==> src/design/i2cm_pkg.sv <==
// Shared types and constants for the I2C register-transfer master.
// Holds the command record passed between front, queue and engine, and the result record.
// No dependencies.
package i2cm_pkg;

  // Default capacity of the write-data FIFO.
  localparam int FIFO_DEPTH_DEF = 16;

  // Depth of the command queue between front end and engine.
  localparam int Q_DEPTH = 2;

  // Operation codes as they arrive on the input channel.
  typedef enum logic [1:0] {
    OP_TICK  = 2'd0,
    OP_BEGIN = 2'd1,
    OP_PUSH  = 2'd2,
    OP_NONE  = 2'd3
  } op_t;

  // Transaction kinds.
  localparam logic [1:0] KIND_WRITE  = 2'd0;
  localparam logic [1:0] KIND_RWRITE = 2'd1;
  localparam logic [1:0] KIND_RREAD  = 2'd2;

  // Completion status codes.
  localparam logic [1:0] STS_OK   = 2'd0;
  localparam logic [1:0] STS_NACK = 2'd1;
  localparam logic [1:0] STS_REJ  = 2'd2;

  // One classified transaction from the input channel.
  typedef struct packed {
    op_t         op;
    logic        kind_bad;
    logic [1:0]  kind;
    logic [7:0]  dev_addr_write;
    logic [7:0]  dev_addr_read;
    logic [7:0]  reg_addr;
    logic [15:0] length;
    logic [7:0]  tx_byte;
    logic        sda_in;
  } cmd_t;

  // One result transaction.
  typedef struct packed {
    logic       scl;
    logic       sda;
    logic       busy;
    logic       rx_valid;
    logic [7:0] rx_byte;
    logic       done;
    logic [1:0] status;
  } res_t;

endpackage

==> src/design/i2cm_front.sv <==
// Front end of the I2C master: decodes incoming transactions into commands.
// Depends on i2cm_pkg.
module i2cm_front (
  input  logic              in_valid,
  output logic              in_ready,
  input  logic [1:0]        in_operation,
  input  logic [1:0]        in_kind,
  input  logic [7:0]        in_dev_addr_write,
  input  logic [7:0]        in_dev_addr_read,
  input  logic [7:0]        in_reg_addr,
  input  logic [15:0]       in_length,
  input  logic [7:0]        in_tx_byte,
  input  logic              in_sda_in,
  output logic              push,
  output i2cm_pkg::cmd_t    cmd,
  input  logic              q_ready
);
  import i2cm_pkg::*;

  op_t op_dec;

  always_comb begin
    unique case (in_operation)
      2'd0:    op_dec = OP_TICK;
      2'd1:    op_dec = OP_BEGIN;
      2'd2:    op_dec = OP_PUSH;
      default: op_dec = OP_NONE;
    endcase
  end

  assign in_ready = q_ready;
  assign push     = in_valid && q_ready;

  always_comb begin
    cmd.op             = op_dec;
    cmd.kind_bad       = (in_kind != KIND_WRITE) && (in_kind != KIND_RWRITE) &&
                         (in_kind != KIND_RREAD);
    cmd.kind           = in_kind;
    cmd.dev_addr_write = in_dev_addr_write;
    cmd.dev_addr_read  = in_dev_addr_read;
    cmd.reg_addr       = in_reg_addr;
    cmd.length         = in_length;
    cmd.tx_byte        = in_tx_byte;
    cmd.sda_in         = in_sda_in;
  end

endmodule

==> src/design/i2cm_queue.sv <==
// Short command queue that decouples the front end from the bus engine.
// Depends on i2cm_pkg.
module i2cm_queue (
  input  logic           clk,
  input  logic           rst_n,
  input  logic           push,
  input  i2cm_pkg::cmd_t push_cmd,
  output logic           q_ready,
  output logic           q_valid,
  output i2cm_pkg::cmd_t q_cmd,
  input  logic           pop
);
  import i2cm_pkg::*;

  localparam int QP_W = (Q_DEPTH > 1) ? $clog2(Q_DEPTH) : 1;
  localparam int QC_W = $clog2(Q_DEPTH + 1);

  cmd_t             slot_r [Q_DEPTH];
  logic [QP_W-1:0]  wr_ptr_r, wr_ptr_nxt;
  logic [QP_W-1:0]  rd_ptr_r, rd_ptr_nxt;
  logic [QC_W-1:0]  count_r, count_nxt;

  assign q_ready = count_r != QC_W'(Q_DEPTH);
  assign q_valid = count_r != '0;
  assign q_cmd   = slot_r[rd_ptr_r];

  always_comb begin
    wr_ptr_nxt = wr_ptr_r;
    rd_ptr_nxt = rd_ptr_r;
    count_nxt  = count_r;
    if (push) begin
      wr_ptr_nxt = (wr_ptr_r == QP_W'(Q_DEPTH - 1)) ? '0 : wr_ptr_r + QP_W'(1);
    end
    if (pop) begin
      rd_ptr_nxt = (rd_ptr_r == QP_W'(Q_DEPTH - 1)) ? '0 : rd_ptr_r + QP_W'(1);
    end
    if (push && !pop) begin
      count_nxt = count_r + QC_W'(1);
    end else if (pop && !push) begin
      count_nxt = count_r - QC_W'(1);
    end
  end

  always_ff @(posedge clk) begin
    if (!rst_n) begin
      wr_ptr_r <= '0;
      rd_ptr_r <= '0;
      count_r  <= '0;
    end else begin
      wr_ptr_r <= wr_ptr_nxt;
      rd_ptr_r <= rd_ptr_nxt;
      count_r  <= count_nxt;
    end
  end

  always_ff @(posedge clk) begin
    if (push) begin
      slot_r[wr_ptr_r] <= push_cmd;
    end
  end

endmodule

==> src/design/i2cm_engine.sv <==
// Bus engine of the I2C master: sequencer, write FIFO, timing registers, result register.
// Depends on i2cm_pkg.
module i2cm_engine #(
  parameter int FIFO_DEPTH = i2cm_pkg::FIFO_DEPTH_DEF
) (
  input  logic           clk,
  input  logic           rst_n,
  input  logic           cfg_we,
  input  logic [1:0]     cfg_index,
  input  logic [7:0]     cfg_wdata,
  input  logic           q_valid,
  input  i2cm_pkg::cmd_t q_cmd,
  output logic           pop,
  output logic           out_valid,
  input  logic           out_ready,
  output i2cm_pkg::res_t out_res
);
  import i2cm_pkg::*;

  localparam int CNT_W = $clog2(FIFO_DEPTH + 1);
  localparam int IDX_W = (FIFO_DEPTH > 1) ? $clog2(FIFO_DEPTH) : 1;

  localparam logic [1:0] CFG_SETUP = 2'd0;
  localparam logic [1:0] CFG_HIGH  = 2'd1;
  localparam logic [1:0] CFG_EDGE  = 2'd2;

  typedef enum logic [16:0] {
    PH_IDLE = 17'h00001,
    PH_STA  = 17'h00002,
    PH_STB  = 17'h00004,
    PH_STC  = 17'h00008,
    PH_WSU  = 17'h00010,
    PH_WHI  = 17'h00020,
    PH_WHO  = 17'h00040,
    PH_AHI  = 17'h00080,
    PH_ALO  = 17'h00100,
    PH_RHI  = 17'h00200,
    PH_RLO  = 17'h00400,
    PH_MSU  = 17'h00800,
    PH_MHI  = 17'h01000,
    PH_MHO  = 17'h02000,
    PH_SPA  = 17'h04000,
    PH_SPB  = 17'h08000,
    PH_SPC  = 17'h10000
  } phase_t;

  typedef enum logic [4:0] {
    SG_ADDRW = 5'b00001,
    SG_REG   = 5'b00010,
    SG_DATA  = 5'b00100,
    SG_ADDRR = 5'b01000,
    SG_READ  = 5'b10000
  } stage_t;

  logic [7:0]       setup_ticks_r, high_ticks_r, edge_ticks_r;
  phase_t           phase_r, phase_nxt;
  stage_t           stage_r, stage_nxt;
  logic [7:0]       tick_count_r, tick_count_nxt, tick_inc;
  logic [3:0]       bit_index_r, bit_index_nxt;
  logic [7:0]       shift_byte_r, shift_byte_nxt;
  logic [15:0]      bytes_left_r, bytes_left_nxt;
  logic [1:0]       txn_kind_r, txn_kind_nxt;
  logic [7:0]       addr_write_hold_r, addr_write_hold_nxt;
  logic [7:0]       addr_read_hold_r, addr_read_hold_nxt;
  logic [7:0]       reg_hold_r, reg_hold_nxt;
  logic [CNT_W-1:0] fifo_count_r, fifo_count_nxt;
  logic [CNT_W-1:0] fifo_head_r, fifo_head_nxt;
  logic             nack_seen_r, nack_seen_nxt;
  logic             mack_bit_r, mack_bit_nxt;
  logic [1:0]       line_levels_r, line_levels_nxt;
  logic [7:0]       fifo_mem [FIFO_DEPTH];
  logic [7:0]       rd_data_r;
  logic             mem_we;
  logic             out_valid_r;
  res_t             res, res_r;
  logic [1:0]       lv;

  // Line levels for a phase: bit 1 is SCL, bit 0 is SDA.
  function automatic logic [1:0] levels_of(phase_t p, logic b, logic m);
    logic [1:0] r;
    unique case (p) inside
      PH_STB, PH_SPB: r = 2'b10;
      PH_STC, PH_SPA: r = 2'b00;
      PH_WSU, PH_WHO: r = {1'b0, b};
      PH_WHI:         r = {1'b1, b};
      PH_ALO, PH_RLO: r = 2'b01;
      PH_MSU, PH_MHO: r = {1'b0, m};
      PH_MHI:         r = {1'b1, m};
      default:        r = 2'b11;
    endcase
    return r;
  endfunction

  function automatic logic [7:0] span_of(phase_t p, logic [7:0] su, logic [7:0] hi,
                                         logic [7:0] ed);
    logic [7:0] d;
    unique case (p) inside
      PH_WSU, PH_WHO, PH_MSU, PH_MHO, PH_RLO: d = su;
      PH_WHI, PH_AHI, PH_RHI, PH_MHI:         d = hi;
      default:                                d = ed;
    endcase
    return (d == 8'd0) ? 8'd1 : d;
  endfunction

  assign pop       = q_valid && (!out_valid_r || out_ready);
  assign out_valid = out_valid_r;
  assign out_res   = res_r;

  always_comb begin
    phase_nxt           = phase_r;
    stage_nxt           = stage_r;
    tick_count_nxt      = tick_count_r;
    bit_index_nxt       = bit_index_r;
    shift_byte_nxt      = shift_byte_r;
    bytes_left_nxt      = bytes_left_r;
    txn_kind_nxt        = txn_kind_r;
    addr_write_hold_nxt = addr_write_hold_r;
    addr_read_hold_nxt  = addr_read_hold_r;
    reg_hold_nxt        = reg_hold_r;
    fifo_count_nxt      = fifo_count_r;
    fifo_head_nxt       = fifo_head_r;
    nack_seen_nxt       = nack_seen_r;
    mack_bit_nxt        = mack_bit_r;
    line_levels_nxt     = line_levels_r;
    mem_we              = 1'b0;
    tick_inc            = tick_count_r + 8'd1;
    lv                  = line_levels_r;
    res                 = '0;

    if (pop) begin
      unique case (q_cmd.op)
        OP_BEGIN: begin
          if (phase_r != PH_IDLE || q_cmd.kind_bad ||
              (q_cmd.kind != KIND_RREAD && q_cmd.length > 16'(fifo_count_r))) begin
            res.done   = 1'b1;
            res.status = STS_REJ;
          end else begin
            txn_kind_nxt        = q_cmd.kind;
            addr_write_hold_nxt = q_cmd.dev_addr_write;
            addr_read_hold_nxt  = q_cmd.dev_addr_read;
            reg_hold_nxt        = q_cmd.reg_addr;
            bytes_left_nxt      = q_cmd.length;
            fifo_head_nxt       = '0;
            nack_seen_nxt       = 1'b0;
            stage_nxt           = SG_ADDRW;
            tick_count_nxt      = '0;
            phase_nxt           = PH_STA;
            line_levels_nxt     = levels_of(PH_STA, shift_byte_r[7], mack_bit_r);
            lv                  = line_levels_nxt;
          end
        end
        OP_PUSH: begin
          if (phase_r == PH_IDLE && fifo_count_r < CNT_W'(FIFO_DEPTH)) begin
            mem_we         = 1'b1;
            fifo_count_nxt = fifo_count_r + CNT_W'(1);
          end
        end
        OP_TICK: begin
          if (phase_r != PH_IDLE) begin
            lv = levels_of(phase_r, shift_byte_r[7], mack_bit_r);
            tick_count_nxt = tick_inc;
            if (tick_inc >= span_of(phase_r, setup_ticks_r, high_ticks_r, edge_ticks_r)) begin
              tick_count_nxt = '0;
              unique case (phase_r)
                PH_STA: phase_nxt = PH_STB;
                PH_STB: phase_nxt = PH_STC;
                PH_STC: begin
                  shift_byte_nxt = (stage_r == SG_ADDRR) ? addr_read_hold_r
                                                         : addr_write_hold_r;
                  bit_index_nxt  = '0;
                  phase_nxt      = PH_WSU;
                end
                PH_WSU: phase_nxt = PH_WHI;
                PH_WHI: phase_nxt = PH_WHO;
                PH_WHO: begin
                  shift_byte_nxt = {shift_byte_r[6:0], 1'b0};
                  bit_index_nxt  = bit_index_r + 4'd1;
                  phase_nxt      = (bit_index_nxt >= 4'd8) ? PH_AHI : PH_WSU;
                end
                PH_AHI: begin
                  nack_seen_nxt = q_cmd.sda_in;
                  phase_nxt     = PH_ALO;
                end
                PH_ALO: begin
                  if (nack_seen_r) begin
                    phase_nxt = PH_SPA;
                  end else if (stage_r == SG_ADDRW && txn_kind_r != KIND_WRITE) begin
                    stage_nxt      = SG_REG;
                    shift_byte_nxt = reg_hold_r;
                    bit_index_nxt  = '0;
                    phase_nxt      = PH_WSU;
                  end else if (stage_r == SG_REG && txn_kind_r == KIND_RREAD) begin
                    stage_nxt = SG_ADDRR;
                    phase_nxt = PH_STA;
                  end else if (stage_r == SG_ADDRR) begin
                    stage_nxt = SG_READ;
                    if (bytes_left_r == '0) begin
                      phase_nxt = PH_SPA;
                    end else begin
                      bytes_left_nxt = bytes_left_r - 16'd1;
                      shift_byte_nxt = '0;
                      bit_index_nxt  = '0;
                      phase_nxt      = PH_RHI;
                    end
                  end else begin
                    // Next data byte from the FIFO, or stop once all are sent.
                    stage_nxt = SG_DATA;
                    if (bytes_left_r == '0) begin
                      phase_nxt = PH_SPA;
                    end else begin
                      bytes_left_nxt = bytes_left_r - 16'd1;
                      shift_byte_nxt = rd_data_r;
                      bit_index_nxt  = '0;
                      phase_nxt      = PH_WSU;
                      fifo_head_nxt  = fifo_head_r + CNT_W'(1);
                    end
                  end
                end
                PH_RHI: begin
                  shift_byte_nxt = {shift_byte_r[6:0], q_cmd.sda_in};
                  bit_index_nxt  = bit_index_r + 4'd1;
                  if (bit_index_nxt >= 4'd8) begin
                    res.rx_valid = 1'b1;
                    res.rx_byte  = shift_byte_nxt;
                  end
                  phase_nxt = PH_RLO;
                end
                PH_RLO: begin
                  if (bit_index_r < 4'd8) begin
                    phase_nxt = PH_RHI;
                  end else begin
                    mack_bit_nxt = (bytes_left_r == '0);
                    phase_nxt    = PH_MSU;
                  end
                end
                PH_MSU: phase_nxt = PH_MHI;
                PH_MHI: phase_nxt = PH_MHO;
                PH_MHO: begin
                  if (bytes_left_r == '0) begin
                    phase_nxt = PH_SPA;
                  end else begin
                    bytes_left_nxt = bytes_left_r - 16'd1;
                    shift_byte_nxt = '0;
                    bit_index_nxt  = '0;
                    phase_nxt      = PH_RHI;
                  end
                end
                PH_SPA: phase_nxt = PH_SPB;
                PH_SPB: phase_nxt = PH_SPC;
                PH_SPC: begin
                  res.done   = 1'b1;
                  res.status = nack_seen_r ? STS_NACK : STS_OK;
                  if (txn_kind_r != KIND_RREAD) begin
                    fifo_count_nxt = '0;
                  end
                  phase_nxt = PH_IDLE;
                end
                default: ;
              endcase
              line_levels_nxt = levels_of(phase_nxt, shift_byte_nxt[7], mack_bit_nxt);
            end
          end
        end
        default: ;
      endcase
    end

    res.scl  = lv[1];
    res.sda  = lv[0];
    res.busy = phase_nxt != PH_IDLE;
  end

  always_ff @(posedge clk) begin
    if (!rst_n) begin
      setup_ticks_r     <= 8'd2;
      high_ticks_r      <= 8'd3;
      edge_ticks_r      <= 8'd3;
      phase_r           <= PH_IDLE;
      stage_r           <= SG_ADDRW;
      tick_count_r      <= '0;
      bit_index_r       <= '0;
      shift_byte_r      <= '0;
      bytes_left_r      <= '0;
      txn_kind_r        <= '0;
      addr_write_hold_r <= '0;
      addr_read_hold_r  <= '0;
      reg_hold_r        <= '0;
      fifo_count_r      <= '0;
      fifo_head_r       <= '0;
      nack_seen_r       <= 1'b0;
      mack_bit_r        <= 1'b0;
      line_levels_r     <= 2'b11;
      out_valid_r       <= 1'b0;
    end else begin
      if (cfg_we) begin
        case (cfg_index)
          CFG_SETUP: setup_ticks_r <= cfg_wdata;
          CFG_HIGH:  high_ticks_r  <= cfg_wdata;
          CFG_EDGE:  edge_ticks_r  <= cfg_wdata;
          default: ;
        endcase
      end
      phase_r           <= phase_nxt;
      stage_r           <= stage_nxt;
      tick_count_r      <= tick_count_nxt;
      bit_index_r       <= bit_index_nxt;
      shift_byte_r      <= shift_byte_nxt;
      bytes_left_r      <= bytes_left_nxt;
      txn_kind_r        <= txn_kind_nxt;
      addr_write_hold_r <= addr_write_hold_nxt;
      addr_read_hold_r  <= addr_read_hold_nxt;
      reg_hold_r        <= reg_hold_nxt;
      fifo_count_r      <= fifo_count_nxt;
      fifo_head_r       <= fifo_head_nxt;
      nack_seen_r       <= nack_seen_nxt;
      mack_bit_r        <= mack_bit_nxt;
      line_levels_r     <= line_levels_nxt;
      if (pop) begin
        out_valid_r <= 1'b1;
      end else if (out_ready) begin
        out_valid_r <= 1'b0;
      end
    end
  end

  // Result payload register.
  always_ff @(posedge clk) begin
    if (pop) begin
      res_r <= res;
    end
  end

  // Write FIFO; prefetch the entry at the next head so a byte is ready on load.
  always_ff @(posedge clk) begin
    if (mem_we) begin
      fifo_mem[fifo_count_r[IDX_W-1:0]] <= q_cmd.tx_byte;
    end
    rd_data_r <= fifo_mem[fifo_head_nxt[IDX_W-1:0]];
  end

  a_fifo_bound: assert property (@(posedge clk) disable iff (!rst_n)
    fifo_count_r <= CNT_W'(FIFO_DEPTH))
    else $error("write FIFO count above depth");

  a_head_bound: assert property (@(posedge clk) disable iff (!rst_n)
    (phase_r != PH_IDLE && txn_kind_r != KIND_RREAD) |-> fifo_head_r <= fifo_count_r)
    else $error("FIFO read head passed fill count");

  a_count_hold: assert property (@(posedge clk) disable iff (!rst_n)
    (phase_r != PH_IDLE) ##1 (phase_r != PH_IDLE) |-> $stable(fifo_count_r))
    else $error("FIFO count changed during a bus transaction");

  a_done_excl: assert property (@(posedge clk) disable iff (!rst_n)
    (out_valid_r && (res_r.done || res_r.status != STS_OK)) |->
      (res_r.done && !res_r.rx_valid))
    else $error("status without done, or done with read data");

endmodule

==> src/design/i2c_master_register_transfer.sv <==
// I2C master for plain writes, register writes and register reads, advanced one tick per tick transaction.
// Each accepted transaction passes through the queue, then the engine result register, before
// its result appears. Throughput: one transaction per cycle while out_ready does not stall the
// result channel. Reset (rst_n low, synchronous) idles the bus with both lines high,
// empties the write FIFO and restores the timing registers to 2/3/3; FIFO contents stay
// undefined, no clearing pass.
// Depends on i2cm_pkg, i2cm_front, i2cm_queue, i2cm_engine.
module i2c_master_register_transfer #(
  parameter int FIFO_DEPTH = i2cm_pkg::FIFO_DEPTH_DEF
) (
  input  logic        clk,
  input  logic        rst_n,
  // configuration write port
  input  logic        cfg_we,
  input  logic [1:0]  cfg_index,
  input  logic [7:0]  cfg_wdata,
  // input channel
  input  logic        in_valid,
  output logic        in_ready,
  input  logic [1:0]  in_operation,
  input  logic [1:0]  in_kind,
  input  logic [7:0]  in_dev_addr_write,
  input  logic [7:0]  in_dev_addr_read,
  input  logic [7:0]  in_reg_addr,
  input  logic [15:0] in_length,
  input  logic [7:0]  in_tx_byte,
  input  logic        in_sda_in,
  // result channel
  output logic        out_valid,
  input  logic        out_ready,
  output logic        out_scl,
  output logic        out_sda,
  output logic        out_busy_res,
  output logic        out_rx_valid,
  output logic [7:0]  out_rx_byte,
  output logic        out_done_res,
  output logic [1:0]  out_status
);
  import i2cm_pkg::*;

  // Front end -> queue
  logic push;
  logic q_ready;
  cmd_t push_cmd;

  // Queue -> engine
  logic q_valid;
  logic pop;
  cmd_t q_cmd;

  res_t res;

  // Decode each input transaction into a command.
  i2cm_front u_front (
    .in_valid          (in_valid),
    .in_ready          (in_ready),
    .in_operation      (in_operation),
    .in_kind           (in_kind),
    .in_dev_addr_write (in_dev_addr_write),
    .in_dev_addr_read  (in_dev_addr_read),
    .in_reg_addr       (in_reg_addr),
    .in_length         (in_length),
    .in_tx_byte        (in_tx_byte),
    .in_sda_in         (in_sda_in),
    .push              (push),
    .cmd               (push_cmd),
    .q_ready           (q_ready)
  );

  // Buffer up to Q_DEPTH commands so the input side can still accept while results stall, until the queue is full.
  i2cm_queue u_queue (
    .clk      (clk),
    .rst_n    (rst_n),
    .push     (push),
    .push_cmd (push_cmd),
    .q_ready  (q_ready),
    .q_valid  (q_valid),
    .q_cmd    (q_cmd),
    .pop      (pop)
  );

  // Advance the bus sequencer one command per cycle unless results stall; hold results in its output register.
  i2cm_engine #(
    .FIFO_DEPTH (FIFO_DEPTH)
  ) u_engine (
    .clk       (clk),
    .rst_n     (rst_n),
    .cfg_we    (cfg_we),
    .cfg_index (cfg_index),
    .cfg_wdata (cfg_wdata),
    .q_valid   (q_valid),
    .q_cmd     (q_cmd),
    .pop       (pop),
    .out_valid (out_valid),
    .out_ready (out_ready),
    .out_res   (res)
  );

  // Break the result record out onto the ports.
  assign out_scl      = res.scl;
  assign out_sda      = res.sda;
  assign out_busy_res = res.busy;
  assign out_rx_valid = res.rx_valid;
  assign out_rx_byte  = res.rx_byte;
  assign out_done_res = res.done;
  assign out_status   = res.status;

endmodule
==> config.mk <==
export PLATFORM = sky130hd
export DESIGN_NAME = i2c_master_register_transfer
export DESIGN_NICKNAME = d
export VERILOG_FILES = /design/src/design/i2cm_pkg.sv /design/src/design/i2cm_front.sv /design/src/design/i2cm_queue.sv /design/src/design/i2cm_engine.sv /design/src/design/i2c_master_register_transfer.sv
export SDC_FILE = /design/constraint.sdc
export NUM_CORES = 1
export LEC_CHECK = 0
export ABC_CLOCK_PERIOD_IN_PS = 11150
export BUFFER_PORTS_ARGS = -buffer_cell sky130_fd_sc_hd__buf_2
export CAP_MARGIN = 20
export CORE_ASPECT_RATIO = 0.7
export CORE_UTILIZATION = 45
export CTS_BUF_LIST = sky130_fd_sc_hd__clkbuf_8
export DETAILED_ROUTE_END_ITERATION = 8
export PLACE_DENSITY = 0.6
export SETUP_SLACK_MARGIN = 0.05
export SLEW_MARGIN = 30
export SYNTH_ARGS = -nofsm -noshare
export SYNTH_HDL_FRONTEND = slang
export SYNTH_HIERARCHICAL = 1
export SYNTH_SLANG_ARGS = --single-unit
==> constraint.sdc <==
create_clock -name clk -period 11.15 [get_ports clk]
set_input_delay 2.23 -clock clk [delete_from_list [all_inputs] [get_ports clk]]
set_output_delay 2.23 -clock clk [all_outputs]
set_load 0.005 [all_outputs]
==> results of run 1 <==
## critical path: cells and delay by family (launching register included)
family          cells  cell delay (ns)
simple gates       11             3.20
compound gates      7             1.36
buf+inv             2             0.94
flops               1             0.36
mux                 1             0.31
fa+ha+maj           1             0.24
## state kept, by name, summed over array words and instances, names as in the netlist, 15 cells and up, named ones only
register,cells
u_engine/phase_r,17
u_engine/bytes_left_r,16
u_engine/fifo_mem,128
u_queue/slot_r,108
u_engine/out_res,15
## kinds of logic (layout without fill, tap and decap cells)
family,count (synthesis),in the layout,synth area share
and+or+nand+nor,545,545,0.158
DFF,386,386,0.563
AOI/OAI and AO/OA,308,308,0.110
muxes,169,169,0.0967
buffers and inverters,154,232,0.0493
adders and majority gates,22,22,0.0151
xor gates and xnor gates,16,16,0.00771
## per-stage QoR
stage | hold slack (ns) | util | worst slack [ns] | instance area [µm²]
3_5_place_dp | 0.450 | 0.469 | 4.68 | 18600
6_report | 0.457 | 0.498 | 4.54 | 19800
4_1_cts | 0.459 | 0.498 | 4.64 | 19800
2_1_floorplan | 0.436 | - | 5.82 | 18200
3_3_place_gp | 0.446 | 0.468 | 4.88 | 18600
5_1_grt | 0.477 | 0.498 | 4.09 | 19800
## worst paths after layout
check | slack, ns | depth (start not counted) | end
max | 4.54 | 22 | u_engine/rd_data_r[5]
min | 0.46 | 2 | u_engine/addr_read_hold_r[4]
max reg2reg | 4.54 | 22 | u_engine/rd_data_r[5]
min reg2reg | 0.46 | 2 | u_engine/addr_read_hold_r[4]
## Yosys cell counts (7+ instances only)
master,n
sky130_fd_sc_hd__edfxtp_1,251
sky130_fd_sc_hd__nor2_1,148
sky130_fd_sc_hd__dfxtp_1,135
sky130_fd_sc_hd__nand2_1,135
sky130_fd_sc_hd__mux2i_1,115
sky130_fd_sc_hd__a21oi_1,109
sky130_fd_sc_hd__buf_4,60
sky130_fd_sc_hd__mux2_1,54
sky130_fd_sc_hd__nand2b_1,46
sky130_fd_sc_hd__clkbuf_1,42
sky130_fd_sc_hd__o21ai_0,35
sky130_fd_sc_hd__a22oi_1,27
sky130_fd_sc_hd__nand3_1,27
sky130_fd_sc_hd__nor3_1,26
sky130_fd_sc_hd__a221oi_1,22
sky130_fd_sc_hd__ha_1,22
sky130_fd_sc_hd__nor4_1,20
sky130_fd_sc_hd__and2_1,19
sky130_fd_sc_hd__inv_1,19
sky130_fd_sc_hd__a211oi_1,17
sky130_fd_sc_hd__o22ai_1,15
sky130_fd_sc_hd__buf_2,14
sky130_fd_sc_hd__o21ai_1,14
sky130_fd_sc_hd__o211ai_1,13
sky130_fd_sc_hd__nor2b_1,12
sky130_fd_sc_hd__nor3b_1,11
sky130_fd_sc_hd__or3_1,11
sky130_fd_sc_hd__a22o_1,10
sky130_fd_sc_hd__buf_6,10
sky130_fd_sc_hd__or2_2,10
sky130_fd_sc_hd__or4_1,10
sky130_fd_sc_hd__xnor2_1,10
sky130_fd_sc_hd__and3_1,9
sky130_fd_sc_hd__nand4_1,9
sky130_fd_sc_hd__buf_1,7
sky130_fd_sc_hd__nor3_2,7
## power by group
group	total [W]	switching, W	internal (W)
registers	0.00177	0.0000623	0.00171
logic	0.000867	0.000598	0.000269
clock network	0.00115	0.000564	0.000583
total	0.00379	0.00122	0.00256
## area by class of cell
type,count,share of cell area
sequential,386,0.517
multi-input combinational,1060,0.359
clock buffer,68,0.0473
tap,535,0.0338
timing repair buffer,101,0.0279
clock inverter,42,0.0111
inverter,21,0.00404
## per-layer routing
layer | up-vias | GRT usage | share of wire
li1 | 5950 | - | -
met1 | 6091 | 0.361 | 0.51
met2 | 522 | 0.291 | 0.38
met3 | 75 | 0.0473 | 0.087
met4 | 0 | 0.0655 | 0.023
met5 | - | 0 | 0
==> results.txt, run 1 <==
* Number of failing setup endpoints in the final timing report: 0
- Max-capacitance violation count: 0
- Synth cell types: 85
- Proportion of synthesized chip area in sequential cells: 0.563
- Post-CTS timing repair inserted 0 buffers for setup.
* # hold bufs at CTS: 0
* H-tree levels: 2
* Tightest Pin Transition: 0.983 ns
- Crit path top cell by count: sky130_fd_sc_hd__buf_4
* TritonRoute pass-1 iters: 7
* Pin count of the biggest net entering global routing: roughly 100
- The biggest area contributor in the post-synthesis netlist is sky130_fd_sc_hd__edfxtp_1.
* Initial DRC count: ~1400
- After clock tree synthesis, the clock-pin slew on the worst setup and hold paths is 0.07 ns.
- The total count of max-transition violations in the final report was 0.
* Average wire length per cell after detail routing: 21.1 µm
- Leakage component of the power: 7.31 nW
- Across every metal layer, demand over resource in global routing totals 0.224.
- Gates resized, CTS repair: 0
- Counting tap cells, the placed design contains a total of 2103 instances.
- The final layout contains routed wiring with a total length of 46700 µm.
- Count of vias placed by the detailed router: about 13000
- Total inserted antenna cells: 0
- The initialized floorplan defines 61 standard-cell rows.
- Most frequently used flop master after synthesis: sky130_fd_sc_hd__edfxtp_1
- TritonCTS buffer count: 59
- Placer Congestion: around 0.93
- In the final layout, the share of cells above drive strength 1 is 0.145.
- For the finished layout, the period the worst path requires is between 6 and 7 ns.
- In the final timing run, aggregate negative setup slack is 0 ns.
- The total area inside the core boundary comes to about 40000 µm².
- Horiz. Die Dim: about 240 µm
- For this run, the post-layout net count is 1719.
* Type of the setup path with the least slack: flip-flop to flip-flop
* Highest net fanout along the worst path: approximately 50
- The count of final hold-check violations is 0.
- The largest individual stage delay along the critical path comes from the cell sky130_fd_sc_hd__buf_4.
- Leaving out fill and tap cells, the most frequent cells in the layout are 251 x sky130_fd_sc_hd__edfxtp_1, 147 x sky130_fd_sc_hd__nor2_1, 135 x sky130_fd_sc_hd__nand2_1.
- Worst endpoint required time: 11.64 ns
* Number of DRC violations after detailed routing: 0
* Run status: finished clean
- The floorplan step defined a die boundary enclosing slightly above 40000 µm².
- The critical path starts at u_engine/phase_r[2].
- The via count of the first global-routing pass came to around 12000.
- Counting along the longest clock path gives a buffer depth of 3.
- Fraction of post-synthesis cell area in the top cell type by area: 0.414
- The startpoint identified for the worst register-to-register timing path is u_engine/phase_r[2].
* Fill cells: 3484
- Via density per instance: 5.71
- The min-delay analysis places its worst path in the category flip-flop to flip-flop.
* DP HPWL: 31700 µm
* Latest clock arrival within the worst-skew pair: 0.64 ns
- Dividing total power by cell area gives a power density of around 190 nW/µm².
- Total congestion overflow: 0
- The synthesized design contains 251 enable-type register cells.
- Sum of internal, switching and leakage power: 0.00379 W
- STA classifies the critical path startpoint as a flip-flop.
* Max Clock Freq: roughly 150 MHz
* Setup repair after global routing missed its margin: no
- Registers take 10200 µm².
- In this run the tightest slew margin relative to its limit is 0.338.
* Synth Instances: 1600
- Die outline height: between 150 and 200 µm
- The worst setup path is captured at a flip-flop.
- After synthesis, the cell types taking the most area are sky130_fd_sc_hd__edfxtp_1 41%, sky130_fd_sc_hd__dfxtp_1 15%, sky130_fd_sc_hd__mux2i_1 6.3%, sky130_fd_sc_hd__mux2_1 3.3%, sky130_fd_sc_hd__nor2_1 3.1%.
- The mapped netlist covers between 15000 and 20000 µm².
* Arr. time, crit path: ~7 ns
* Area overhead of the layout relative to synthesis: 8.90%
- Root cell of the clock tree: sky130_fd_sc_hd__clkbuf_8
* Most common cell after layout, fill and taps aside: sky130_fd_sc_hd__edfxtp_1
- Avg Inst Size Synth: 11.4 µm²
- Number of placed I/O pins: 85
* Antenna Nets Post-Route: 0
- For this run, the slowest stage of the critical path takes 0.68 ns.
- Number of antenna violations at the first check in global routing: 0
- Peak VDD IR: 0.122 mV
* Area of the multi-input gates: approximately 7000 µm²
* Number of sinks handled by clock tree synthesis: 386
- First-pass GRT wire length: 71200 µm
- Excluding fillers, the count of instances in the completed layout stands at around 2200.
- The startpoint identified for the worst hold timing path is u_engine/addr_read_hold_r[4].
* Starting Density: 0.457
- Walking the worst path, the cells encountered are or3_1 > nor4_2 > nand4b_1 > nand2_1 > nor2_1 > a21oi_1 > and4_1 > nand4_1 > nand3_1 > ha_1 > nor2b_1 > o21ai_1 > a41oi_1 > or2_1 > nor3b_2 > buf_4 > o2bb2ai_4 > buf_4 > mux2i_1 > a22oi_1 > a211oi_1 > o211ai_1.
- After synthesis the netlist holds a flip-flop and latch count of roughly 390.
* Yosys warnings: 6
- The clock arrives with between 0.02 and 0.03 ns of skew.
- Of the available clock period, the critical path in the final layout requires 0.593.
* Port Buf Inserts: 84
* Async set or reset register ratio after synthesis: 0
- Syn Nets: 1690
- CTS tree: yes
Note: power is estimated with default switching activity, not from simulation.
==> inputs of run 2 (changes only) <==
Settings changed: ABC_AREA from default to 1, ABC_CLOCK_PERIOD_IN_PS 11150 to 6590.
Clock period 11.15 ns to 6.59 ns, I/O delays scaled along.
==> run 2 against run 1 <==
The run now ends with DRC left. Total power rose by 94%. Wire length rose by 7.8%. Sequential power rose by 77%. Critical path type unchanged. Largest power group unchanged. Sequential cell count did not move. Critical endpoint is now u_engine/rd_data_r[7].
==> results.txt, run 2 <==
- TritonCTS built the clock tree.
- Setup Buffers After CTS: 0
* Placer Congestion: 0.960
- The register with the most flip-flops in the layout has between 100 and 150 of them.
* Leakage component of the power: roughly 8.7 nW
* Root cell of the clock tree: sky130_fd_sc_hd__clkbuf_8
- Number of global-route vias before repair: about 14000
- Synth Instances: roughly 2000
- For this run, the slowest stage of the critical path takes ~0.64 ns.
- Power density over cell area: ~360 nW/µm²
- Number of placed I/O pins: 85
- Biggest area consumer among synthesized cells: sky130_fd_sc_hd__edfxtp_1
* H-tree levels: 2
* # hold bufs at CTS: 0
- Proportion of synthesized chip area in sequential cells: 0.538
* Critical path startpoint category: flip-flop
- Yosys warnings: 6
* Setup repair after global routing missed its margin: no
- Most frequently used flop master after synthesis: sky130_fd_sc_hd__edfxtp_1
- Number of DRC violations after detailed routing: 3
* Failing checks: DRC
* Type of the setup path with the least slack: flip-flop to flip-flop
* Synth cell types: between 50 and 60
* Pin count of the biggest net entering global routing: 53
* Max Clock Freq: roughly 170 MHz
* Syn Nets: around 2100
- Final nets: 2178
- Std-Cell Rows: 62
- The most critical setup path has its startpoint at u_engine/phase_r[16].
- Clock buffer depth: 3
* Peak VDD IR: between 0.2 and 0.3 mV
- DP HPWL: about 35000 µm
- Number of synthesized register bits: between 300 and 400
- Clock-pin slew on the worst setup and hold paths: approximately 0.070 ns
- Tightest Pin Transition: about 1 ns
- Measured along the x axis, the die boundary spans 248 µm.
- Area overhead of the layout relative to synthesis: 8.76%
* Buffering stage count on the worst path with inverters included: 5
- For this run, asynchronously set or reset flops after synthesis account for 0.
- Fraction of post-synthesis cell area in the top cell type by area: 0.396
- Highest net fanout along the worst path: 38
- Period Utilization, post-route: 0.892
- Data on the critical path arrives at its endpoint at ~6.4 ns.
* Fill cells: 3870
- Latest clock arrival within the worst-skew pair: around 0.65 ns
- Worst hold path class: flip-flop to flip-flop
- The first global-routing pass estimated slightly below 80000 µm of wire.
- Biggest area contributors in the synthesized netlist: sky130_fd_sc_hd__edfxtp_1 40%, sky130_fd_sc_hd__dfxtp_1 14%, sky130_fd_sc_hd__nand2_1 6.8%, sky130_fd_sc_hd__nand3_1 6.3%, sky130_fd_sc_hd__inv_1 5.2%
* Top-count cell post-synth: sky130_fd_sc_hd__nand2_1
* Via density per instance: about 5.5
* Avg Inst Size Synth: 9.26 µm²
* Most common cell after layout, fill and taps aside: sky130_fd_sc_hd__nand2_1
* Worst path top cell family by delay: simple AND/OR/NAND/NOR gates
* TritonRoute pass-1 iters: 9
* Number of antenna violations at the first check in global routing: 0
* Slew margin rel.: 0.330
- Final hold viol count: 0
- Total inserted antenna cells: 0
- Sorting the synthesized cells by how often they occur yields 343 x sky130_fd_sc_hd__nand2_1, 261 x sky130_fd_sc_hd__inv_1, 251 x sky130_fd_sc_hd__edfxtp_1.
* Highest-count cells in the layout ignoring fill and taps: 343 x sky130_fd_sc_hd__nand2_1, 277 x sky130_fd_sc_hd__inv_1, 251 x sky130_fd_sc_hd__edfxtp_1
- The smallest clock period supported by the final layout is computed as slightly below 6 ns.
- Count of vias placed by the detailed router: ~15000
- The region available for standard cell placement spans roughly 41000 µm².
* Run status: finished, violations left
- Post-route worst hold slack: 0.465 ns
- In this run, the number of DRC markers left after iteration 0 of detailed routing was approximately 1400.
- Number of pins exceeding their max-slew limit in the final report: 0
* Startpoint of the lowest-slack register-to-register path: u_engine/phase_r[16]
* Floorplan die area: 43100 µm²
- Yosys mapped a number of flops with a built-in enable equal to 251.
* TritonCTS buffer count: a little under 60
* Setup total negative slack: 0 ns
* Beginning of the worst hold path: u_engine/addr_write_hold_r[3]
- Once detail routing completed, the nets flagged for antenna violations numbered 0.
- Total congestion overflow: 0
* Final clock skew: about 0.037 ns
* Crit path top cell by count: sky130_fd_sc_hd__nand2_1
- Max-cap violations in this run came to 0.
- In the global route stage, overall resource usage came out at 0.233.
- Cell area after synthesis: between 15000 and 20000 µm²
* Slowest-stage cell, CP: sky130_fd_sc_hd__nand3_2
* Gates resized, CTS repair: 0
* Port Buf Inserts: 84
- Total wire length: roughly 50000 µm
- Number of sinks handled by clock tree synthesis: 386
- After detailed routing, the average wire length per cell comes to 18.8 µm.
- The initial utilization of the core area, before any placement, comes to 0.460.
* Worst endpoint required time: a little over 7 ns
- Measured along the y axis, the die boundary spans between 150 and 200 µm.
- Number of failing setup endpoints in the final timing report: 0
- Ratio of cells with drive above 1 in the final layout: 0.141
- The worst setup path is captured at a flip-flop.
[run 2: power by group]
part | internal (W) | switching (W) | total (W)
clock | 0.00110 | 0.000968 | 0.00207
sequential | 0.00295 | 0.000189 | 0.00314
combinational | 0.000680 | 0.00145 | 0.00213
[run 2: through the flow]
stage	std cells	total power, W	setup WS, ns	cell area [µm²]	util
finish	2681	0.00735	0.711	20700	0.500
global route	2681	0.00774	0.261	20700	0.500
CTS	2680	0.00738	0.882	20700	0.500
detailed placement	2571	0.00529	0.892	19400	0.470
global placement	2571	0.00526	1.05	19400	0.469
floorplan	2054	0.00469	2.35	19000	-
[run 2: cell type report]
class | count | area, µm² | area share
Clock buffer | 68 | 936 | 0.0452
Clock inverter | 41 | 299 | 0.0145
Inverter | 279 | 1050 | 0.0506
Multi-Input combinational cell | 1263 | 6920 | 0.334
Sequential cell | 386 | 10200 | 0.495
Tap cell | 544 | 681 | 0.0329
Timing Repair Buffer | 100 | 561 | 0.0271
[run 2: per-layer routing]
layer / global-route usage / vias to the layer above / part of all wire
li1: - / 7011 / -
met1: 0.370 / 7062 / 0.50
met2: 0.321 / 564 / 0.41
met3: 0.0476 / 66 / 0.081
met4: 0.0534 / 0 / 0.017
met5: 0 / - / 0
[run 2: logic make-up (layout without fill, tap and decap cells)]
logic type,count (synthesis),after routing,share of synthesized area
and+or+nand+nor,914,914,0.222
AOI/OAI and AO/OA,262,262,0.0790
muxes,54,54,0.0418
xor gates and xnor gates,11,11,0.00507
DFF,386,386,0.538
adders and majority gates,22,22,0.0145
buffers and inverters,405,488,0.0995
[run 2: path summary, 6_finish.rpt]
path,end,cells after the start,slack [ns]
hold / removal,u_engine/addr_write_hold_r[3],2,0.46
hold reg to reg,u_engine/addr_write_hold_r[3],2,0.46
setup reg to reg,u_engine/rd_data_r[7],25,0.71
setup / recovery,u_engine/rd_data_r[7],25,0.71
[run 2: worst min-delay path: stages (launching register included)]
cell and delay (ns):
sky130_fd_sc_hd__dfxtp_1 0.31, sky130_fd_sc_hd__nand2_1 0.06, sky130_fd_sc_hd__a21oi_1 0.05
